==> config.mk <==
export PLATFORM = sky130hd
export DESIGN_NAME = odd_even_transposition_sorter
export DESIGN_NICKNAME = d
export VERILOG_FILES = /design/src/sv/oets_pkg.sv /design/src/sv/oets_cell.sv /design/src/sv/odd_even_transposition_sorter.sv
export SDC_FILE = /design/constraint.sdc
export NUM_CORES = 2
export LEC_CHECK = 0
export BUFFER_PORTS_ARGS = -buffer_cell sky130_fd_sc_hd__buf_4
export CORE_MARGIN = 1.5
export CORE_UTILIZATION = 25
export CTS_BUF_LIST = sky130_fd_sc_hd__clkbuf_16
export DETAILED_ROUTE_END_ITERATION = 12
export GPL_TIMING_DRIVEN = 0
export SLEW_MARGIN = 10
export SYNTH_ARGS = -nofsm -noshare
export SYNTH_HDL_FRONTEND = slang
export SYNTH_SLANG_ARGS = --single-unit
==> constraint.sdc <==
create_clock -name clock -period 4.2 [get_ports clock]
set_input_delay 0.84 -clock clock [delete_from_list [all_inputs] [get_ports clock]]
set_output_delay 0.84 -clock clock [all_outputs]
set_load 0.005 [all_outputs]
==> src/sv/oets_pkg.sv <==
// package: widths, request/response types and cell control for the transposition sorter
package oets_pkg;

   localparam int SORT_DEPTH = 32;
   localparam int VALUE_W    = 32;
   localparam int IDX_W      = $clog2(SORT_DEPTH);
   localparam int CNT_W      = $clog2(SORT_DEPTH + 1);

   typedef struct packed {
      logic signed [VALUE_W-1:0] value;
      logic                      last;
   } req_type;

   typedef struct packed {
      logic signed [VALUE_W-1:0] sorted_value;
      logic                      final_res;
      logic                      overflow;
   } rsp_type;

   typedef enum logic [1:0] {
      CELL_HOLD   = 2'd0,
      CELL_LOAD   = 2'd1,
      CELL_SWAP   = 2'd2,
      CELL_UNLOAD = 2'd3
   } cell_op_type;

   typedef struct packed {
      cell_op_type      op;
      logic             parity;
      logic [CNT_W-1:0] count;
   } cell_ctl_type;

   typedef enum logic [2:0] {
      ST_LOAD = 3'b001,
      ST_SORT = 3'b010,
      ST_EMIT = 3'b100
   } state_type;

endpackage

==> src/sv/oets_cell.sv <==
// one sorter cell: holds one element, shifts in either direction or compare-exchanges
module oets_cell (
   input  logic                           clock,
   input  oets_pkg::cell_ctl_type         ctl,
   input  logic [oets_pkg::IDX_W-1:0]     cell_idx,
   input  logic signed [oets_pkg::VALUE_W-1:0] left_val,
   input  logic signed [oets_pkg::VALUE_W-1:0] right_val,
   output logic signed [oets_pkg::VALUE_W-1:0] val_out
);
   import oets_pkg::*;

   logic signed [VALUE_W-1:0] val_ff;
   logic signed [VALUE_W-1:0] val_in;
   logic [CNT_W-1:0]          idx_ext;
   logic                      act_right;
   logic                      act_left;

   assign idx_ext   = CNT_W'(cell_idx);
   assign act_right = (cell_idx[0] == ctl.parity) && ((idx_ext + CNT_W'(1)) < ctl.count);
   assign act_left  = (cell_idx[0] != ctl.parity) && (idx_ext != '0) && (idx_ext < ctl.count);

   always_comb begin
      val_in = val_ff;
      unique case (ctl.op)
         CELL_HOLD: begin
            val_in = val_ff;
         end
         CELL_LOAD: begin
            val_in = left_val;
         end
         CELL_SWAP: begin
            if (act_right && (val_ff > right_val)) begin
               val_in = right_val;
            end else if (act_left && (left_val > val_ff)) begin
               val_in = left_val;
            end
         end
         CELL_UNLOAD: begin
            val_in = right_val;
         end
         default: begin
            val_in = val_ff;
         end
      endcase
   end

   always_ff @(posedge clock) begin
      val_ff <= val_in;
   end

   assign val_out = val_ff;

endmodule

==> src/sv/odd_even_transposition_sorter.sv <==
// top level: load control, sort phases and result unload over a chain of cells
// after the last request is accepted the sorter runs its exchange phases, then emits one result
// per cycle, one for each of the n stored elements (n = stored elements, at most SORT_DEPTH)
// sorting runs one exchange phase per cycle; no new batch is accepted until the last result is out
// busy is high while sorting and unloading; the receiver cannot stall results
// reset: synchronous, clears fill count, drop flag, state and the result strobe
module odd_even_transposition_sorter (
   input  logic              clock,
   input  logic              reset,
   input  logic              start,
   output logic              busy,
   input  oets_pkg::req_type req_data,
   output logic              rsp_strobe,
   output oets_pkg::rsp_type rsp_data
);
   import oets_pkg::*;

   state_type        state_ff, state_in;
   logic [CNT_W-1:0] fill_ff, fill_in;
   logic [CNT_W-1:0] step_ff, step_in;
   logic             dropped_ff, dropped_in;
   logic             strobe_ff, strobe_in;
   rsp_type          rsp_ff, rsp_in;
   cell_ctl_type     ctl;
   logic             accept;
   logic             room;
   logic             step_end;

   logic signed [VALUE_W-1:0] cell_val [SORT_DEPTH];

   assign busy     = (state_ff != ST_LOAD);
   assign accept   = start && !busy;
   assign room     = (fill_ff < CNT_W'(SORT_DEPTH));
   assign step_end = (step_ff == (fill_ff - CNT_W'(1)));

   always_comb begin
      state_in   = state_ff;
      fill_in    = fill_ff;
      step_in    = step_ff;
      dropped_in = dropped_ff;
      strobe_in  = 1'b0;
      rsp_in     = rsp_ff;
      ctl.op     = CELL_HOLD;
      ctl.parity = step_ff[0];
      ctl.count  = fill_ff;
      unique case (state_ff)
         ST_LOAD: begin
            if (accept) begin
               if (room) begin
                  ctl.op  = CELL_LOAD;
                  fill_in = fill_ff + CNT_W'(1);
               end else begin
                  dropped_in = 1'b1;
               end
               if (req_data.last) begin
                  state_in = ST_SORT;
                  step_in  = '0;
               end
            end
         end
         ST_SORT: begin
            ctl.op  = CELL_SWAP;
            step_in = step_ff + CNT_W'(1);
            if (step_end) begin
               state_in = ST_EMIT;
               step_in  = '0;
            end
         end
         ST_EMIT: begin
            ctl.op              = CELL_UNLOAD;
            strobe_in           = 1'b1;
            rsp_in.sorted_value = cell_val[0];
            rsp_in.final_res    = step_end;
            rsp_in.overflow     = dropped_ff;
            step_in             = step_ff + CNT_W'(1);
            if (step_end) begin
               state_in   = ST_LOAD;
               fill_in    = '0;
               dropped_in = 1'b0;
               step_in    = '0;
            end
         end
         default: begin
            state_in = ST_LOAD;
         end
      endcase
   end

   always_ff @(posedge clock) begin
      if (reset) begin
         state_ff   <= ST_LOAD;
         fill_ff    <= '0;
         step_ff    <= '0;
         dropped_ff <= 1'b0;
         strobe_ff  <= 1'b0;
      end else begin
         state_ff   <= state_in;
         fill_ff    <= fill_in;
         step_ff    <= step_in;
         dropped_ff <= dropped_in;
         strobe_ff  <= strobe_in;
      end
      rsp_ff <= rsp_in;
   end

   for (genvar g = 0; g < SORT_DEPTH; g++) begin : g_cell
      logic signed [VALUE_W-1:0] left_v;
      logic signed [VALUE_W-1:0] right_v;
      if (g == 0) begin : g_first
         assign left_v = req_data.value;
      end else begin : g_mid_l
         assign left_v = cell_val[g-1];
      end
      if (g == SORT_DEPTH - 1) begin : g_last
         assign right_v = '0;
      end else begin : g_mid_r
         assign right_v = cell_val[g+1];
      end
      oets_cell u_cell (
         .clock     (clock),
         .ctl       (ctl),
         .cell_idx  (IDX_W'(g)),
         .left_val  (left_v),
         .right_val (right_v),
         .val_out   (cell_val[g])
      );
   end

   assign rsp_strobe = strobe_ff;
   assign rsp_data   = rsp_ff;

`ifndef SYNTH
   a_state_onehot: assert property (@(posedge clock) disable iff (reset)
      $onehot(state_ff))
      else $error("state not one-hot");

   a_strobe_from_emit: assert property (@(posedge clock) disable iff (reset)
      strobe_ff |-> $past(state_ff == ST_EMIT))
      else $error("result strobe outside unload");

   a_fill_bound: assert property (@(posedge clock) disable iff (reset)
      fill_ff <= CNT_W'(SORT_DEPTH))
      else $error("fill count beyond depth");

   a_drop_when_full: assert property (@(posedge clock) disable iff (reset)
      dropped_ff |-> (fill_ff == CNT_W'(SORT_DEPTH)))
      else $error("drop flag set with room left");

   a_emit_nonempty: assert property (@(posedge clock) disable iff (reset)
      (state_ff != ST_LOAD) |-> (fill_ff != '0))
      else $error("sort or unload with empty store");
`endif

endmodule
Word level (Yosys, flattened, before mapping). Cells that the tools add are included.

Flip-flop bits (word level): 1075. Output and inout bits: 36. Input bits: 36.

Bitwise gates (word level): 2. Reduce and logical (&&, ||, !) cells: 106. $lt $le $gt $ge: 65. Equality and inequality tests: 46. Multiplexer cells: 116. Add/sub/neg operators: 3.

Operators with widths (count): case mux 32 bit (3 select lines) (32); two-way mux 32 bit (63); > comparator 32 bit (31); less-than comparator 5 x 6 -> 1 bit, first input constant (16); inequality test 3 x 1 -> 1 bit, second input constant (32); logical AND 1 bit (65); AND reduction 2 bit (32); less-than comparator 4 x 6 -> 1 bit, first input constant (8); two-way mux 6 bit (6); > comparator 32 x 1 -> 1 bit, second input constant (1); less-than comparator 3 x 6 -> 1 bit, first input constant (4); case mux 6 bit (2 select lines) (2); adder 6 x 1 -> 6 bit, second input constant (2); less-than comparator 2 x 6 -> 1 bit, first input constant (2); two-way mux 3 bit (4); inequality test 2 bit, second input constant (6); AND reduction 4 bit (3); case mux 3 bit (3 select lines) (1); == test 6 bit (1); less-than comparator 1 x 6 -> 1 bit, first input constant (1); less-than comparator 6 bit, first input constant (1); less-than comparator 6 bit, second input constant (1); two-way mux 1 bit (6); case mux 2 bit (3 select lines) (1); 14 further kinds (17).

Depth between registers and ports, before layout.
Depth after elaboration: 8. Gate-level depth with buffers: 13. Gate-level depth less buffers: 10.

By module. Synthesis repeated with hierarchy kept, for this count alone.

Cell total of the unflattened synthesis: 11123. Area, all modules: 113631.5 um^2.

By module, submodules not included: oets_cell (g_cell[18].u_cell ...) (area an instance 3489.6 um^2, instances 16, cells an instance 342, seq. area each 960.9 um^2); oets_cell (g_cell[10].u_cell ...) (area an instance 3494.6 um^2, instances 14, cells an instance 344, seq. area each 960.9 um^2); oets_cell (g_cell[0].u_cell) (area an instance 3450.8 um^2, instances 1, cells an instance 343, seq. area each 960.9 um^2); oets_cell (g_cell[24].u_cell) (area an instance 3349.5 um^2, instances 1, cells an instance 340, seq. area each 960.9 um^2); odd_even_transposition_sorter (area an instance 2073.2 um^2, instances 1, cells an instance 152, seq. area each 1361.3 um^2).

Least setup slack after synthesis. No wires, ideal clock.

Kind: reg2reg. From: register g_cell[1].u_cell.val_ff[21]. To: register g_cell[0].u_cell.val_ff[0] (enable). Stages on the path, launching flop included: 11. Arrival: 3.970 ns. Path buffers: 0. Period minus slack after synthesis: 4.436 ns. Slack: -0.236 ns. Required time: 3.734 ns. Cells stage by stage: edfxtp_1 -> inv_1 -> ha_1 -> a21o_1 -> nand3_1 -> a21oi_1 -> a2111oi_0 -> o21ai_0 -> a31oi_1 -> xnor2_1 -> o21ai_0.

Word-level cells in the longest chain between the ends: 4.

RTL lines: from (decl) (line oets_cell.sv:12) `logic signed [VALUE_W-1:0] val_ff;`; from (signal assigned) (line oets_cell.sv:48) `val_ff <= val_in;`; > comparator 32 bit (line oets_cell.sv:32) `if (act_right && (val_ff > right_val)) begin`; logical AND 1 bit (line oets_cell.sv:32); inequality test 2 x 1 -> 1 bit (no source line); AND reduction 2 bit (no source line); to (signal assigned) (line oets_cell.sv:48); to (decl) (line oets_cell.sv:12).

No other way between the ends. A chain may end at the register's enable or synchronous reset.

Final worst setup path.
From: register g_cell[2].u_cell.val_ff[15]. To: register g_cell[1].u_cell.val_ff[27], data pin.

Word-level cells in the longest chain between the ends: 4.

RTL lines: from (decl) (line oets_cell.sv:12); from (signal assigned) (line oets_cell.sv:48); > comparator 32 bit (line oets_cell.sv:32); logical AND 1 bit (line oets_cell.sv:32); two-way mux 32 bit (line oets_cell.sv:32); case mux 32 bit (3 select lines) (line oets_cell.sv:24) `unique case (ctl.op)`; via g_cell[1].u_cell.val_in[27] (line oets_cell.sv:13) `logic signed [VALUE_W-1:0] val_in;`.

The timed path passes the listed nets, and every way through them passes these cells.

==> flow_metrics.env <==
export IMPL_outcome="finished, violations left"
export IMPL_violations="negative setup slack"
export IMPL_die_h_um=533
export IMPL_area_delta_synth_final_pct=14.9
export IMPL_grt_ovfl_total=0
export IMPL_path_cells="inv_1 > ha_1 > nand4_1 > nor4_2 > a211o_1 > o21a_1 > o211ai_1 > o21ai_2 > buf_2 > mux2_2"
export IMPL_die_width_um=533
export IMPL_hold_buffers=0
export IMPL_reg2reg_slack_ns=-0.007
export IMPL_cts_setup_buffers=0
export IMPL_cts_tree="done"
export IMPL_h_tree_depth=3
export IMPL_seq_power_share_pct=44.7
export IMPL_drive_gt1_share_pct=7.53
export IMPL_crit_path_end_kind="flop"
export IMPL_antenna_found_initial=3
export IMPL_slew_violations=0
export IMPL_critPathLaunchType="flop"
export IMPL_worst_slew_pin_slew_ns=1.34
export IMPL_synth_top_area_share_pct=45.3
export IMPL_place_congestion=0.883
export IMPL_place_area_mm2=0.0764
export IMPL_hold_path_class="in2reg"
export IMPL_syn_nets=7211
export IMPL_timing_final_crit_period_ns=4.21
export IMPL_rows=194
export IMPL_max_clock_freq_ghz=0.238
export IMPL_setup_slack_ns=-0.00715
export IMPL_core_area_mm2=0.279
export IMPL_finalHoldViolations=0
export IMPL_power_switching_share_pct=29.8
export IMPL_numCtsBuffers=121
export IMPL_clockBufferDepth=3
export IMPL_track_usage_pct=13.3
export IMPL_grt_setup_unrepaired="no"
export IMPL_grt_pass1_vias=50000
export IMPL_ctsResizeCount=15
export IMPL_r2r_start="g_cell[2].u_cell.val_out[15]$_DFFE_PP_"
export IMPL_drtIter0Drc=3364
export IMPL_worstPathMaxFanout=10
export IMPL_p_int_mw=21.5
export IMPL_grt_max_degree=44
export IMPL_dp_cells=10000
export IMPL_pwr_share_comb_pct=19.8
export IMPL_cts_root_buf="clkbuf_16"
export IMPL_p_clk_share_pct=35.6
export IMPL_synth_edf_count=1058
export IMPL_irDropWorstVdd_mv=0.367
export IMPL_wire_per_inst_um=19.0
export IMPL_ys_seq_elements=1075
export IMPL_p_leak_nw=36.1
export IMPL_via_per_inst=4.79
export IMPL_worstPathRequired_ns=4.73
export IMPL_vias=49000
export IMPL_async_flop_share_pct=0
export IMPL_path_clk_slew_ns=0.06
export IMPL_io_buffers=70
export IMPL_die_area_mm2=0.284
export IMPL_regArea_mm2=0.0321
export IMPL_ant_nets=0
export IMPL_setup_viol=6
export IMPL_cpMaxStageDelayCell="nor4_2"
export IMPL_fin_worst_skew_ns=0.0602
export IMPL_final_area_mm2=0.0806
export IMPL_netlist_instances=6179
export IMPL_ys_seq_area_share_pct=45.8
export IMPL_fin_crit_sh_pct=100
export IMPL_wl_um=195000
export IMPL_syn_area_per_cell_um2=11.4
export IMPL_yosys_top_cells_area="edfxtp_1 45%, ha_1 18%, mux2i_1 13%"
export IMPL_fin_cells=10200
export IMPL_slowest_delay_ns=0.87
export IMPL_synth_distinct_cells=75
export IMPL_io_pins=72
export IMPL_netlist_area_mm2=0.0701
export IMPL_tns_ns=-0.0243
export IMPL_clock_latency_ns=0.79
export IMPL_drc=0
export IMPL_drv_cap=0
export IMPL_grt_pass1_wl_um=296000
export IMPL_yosys_area_top_type="edfxtp_1"
export IMPL_dr_pass1_iters=5
export IMPL_multi_input_area_mm2=0.0338
export IMPL_cts_sinks=1075
export IMPL_final_nets=7436
export IMPL_nFillCells=28700
export IMPL_min_path_cells=3
export IMPL_switchingPower_mw=9.11
export IMPL_reg2regPathDepth=10
export IMPL_relSlewSlack_pct=10.6
export IMPL_hold_slack_ns=0.335
export IMPL_fin_util_pct=28.9
export IMPL_initial_core_util_pct=25.1
export IMPL_crit_type="reg2reg"
export IMPL_min_to="g_cell[0].u_cell.val_out[15]$_DFFE_PP_"
export IMPL_synthFlopType="edfxtp_1"
export IMPL_hold_path_startpoint="req_data[16]"
export IMPL_critPathArrivalTime_ns=4.73
export IMPL_power_density_mw_per_mm2=380
export IMPL_yosys_warnings=0
export IMPL_post_dp_hpwl_um=158000
export IMPL_rr_endpoint="g_cell[1].u_cell.val_out[27]$_DFFE_PP_"
==> flip-flops by register name, summed over array words and instances, names as in the netlist <==
signal	flops
state_ff	3
rsp_strobe	1
step_ff	6
dropped_ff	1
fill_ff	6
rsp_data	34
g_cell.u_cell.val_out	1024
==> cell usage in the layout (no fill, tap or decap), types with 28 or more instances in the layout <==
cell type | synthesis | routed
a21oi_1 | 433 | 413
buf_2 | 52 | 53
o22ai_1 | 46 | 46
nand4_1 | 220 | 220
mux2i_1 | 902 | 902
o21ai_0 | 160 | 159
nor4_1 | 56 | 45
buf_4 | 35 | 106
nor2_1 | 127 | 126
nand3_1 | 109 | 109
edfxtp_1 | 1058 | 1058
o211ai_1 | 37 | 37
nor2b_1 | 41 | 41
nor3_1 | 66 | 66
a221o_1 | 40 | 40
clkbuf_16 | 0 | 121
ha_1 | 996 | 996
inv_1 | 1019 | 1039
a211oi_1 | 47 | 47
clkinv_1 | 0 | 28
nand2_1 | 268 | 266
a21o_1 | 64 | 64
==> routing by layer <==
metal	wire length (um)	vias to the layer above	GRT usage (%)
met5	11	-	0
met4	6520	2	4.31
met3	9250	307	1.76
met2	94900	1124	23.4
met1	83800	24200	16.7
li1	-	23400	-
==> Yosys cell counts, drive strengths merged, types with 30 or more instances <==
cell    count
mux2       35
o22ai      46
a21o       64
buf       113
nor3       71
o21ai     178
inv      1019
nand2     268
nand3     109
nor2b      41
ha        996
nor2      127
nand4     220
mux2i     903
a31oi      30
a211oi     47
a221o      40
o211ai     37
clkbuf     31
a21oi     437
edfxtp   1058
nor4       57
==> power groups by stage <==
stage	combinational, mW	clock [mW]	sequential, mW
3_5_place_dp	5.98	0	13.9
6_report	6.04	10.9	13.7
3_3_place_gp	5.56	0	13.9
5_1_grt	6.80	11.5	13.8
4_1_cts	6.03	11.1	13.7
2_1_floorplan	3.99	0	13.7
==> logic make-up (layout without fill, tap and decap cells) <==
kind of cell               count (synthesis)  count (layout)  synth area share, %
AOI/OAI and AO/OA                       1015            1015                 8.98
muxes                                    938             938                 13.5
and+or+nand+nor                          969             969                 7.05
buffers and inverters                   1163            1488                 6.70
xor gates and xnor gates                  23              23                0.287
other                                      0               2                    0
DFF                                     1075            1075                 45.8
adders and majority gates                996             996                 17.8
==> critical path, delay by kind of cell, from the launching register on <==
kind	cells	cell delay, ns
AO/OA/AOI/OAI	4	1.28
multiplexers	1	0.38
AND/OR/NAND/NOR	2	1.06
flip-flops	1	0.39
buffers and inverters	2	0.49
adder cells (fa/ha/maj)	1	0.33
==> final cells by class <==
type,count,area share (%)
inverter,1019,4.75
antenna,2,0.00621
clock buffer,121,3.76
tap,3724,5.78
clock inverter,102,1.23
sequential,1075,39.8
multi-input combinational,3941,42.0
timing repair buffer,102,1.52
buffer,144,1.13
==> metrics by stage <==
stage	total power, mW	setup slack (ns)
2_1_floorplan	17.7	-0.0485
3_3_place_gp	19.5	-3.37
3_5_place_dp	19.9	-1.28
4_1_cts	30.8	0.00753
5_1_grt	32.0	0.00270
6_report	30.6	-0.00715
==> worst max path at each step <==
stage | to | slack [ns] | startpoint | depth (start not counted)
final | g_cell[1].u_cell.val_out[27]$_DFFE_PP_ | -0.007 | g_cell[2].u_cell.val_out[15]$_DFFE_PP_ | 10
after global routing | g_cell[21].u_cell.val_out[21]$_DFFE_PP_ | 0.003 | g_cell[22].u_cell.val_out[13]$_DFFE_PP_ | 10
after CTS | g_cell[3].u_cell.val_out[7]$_DFFE_PP_ | 0.008 | g_cell[4].u_cell.val_out[15]$_DFFE_PP_ | 11
after detailed placement | g_cell[2].u_cell.val_out[4]$_DFFE_PP_ | -1.28 | state_ff[2]$_SDFFE_PP0P_ | 9
after global placement | g_cell[2].u_cell.val_out[4]$_DFFE_PP_ | -3.37 | state_ff[2]$_SDFFE_PP0P_ | 7
after floorplan | g_cell[22].u_cell.val_out[0]$_DFFE_PP_ | -0.05 | g_cell[23].u_cell.val_out[7]$_DFFE_PP_ | 10
No activity file was read; power rests on OpenSTA's default activity.
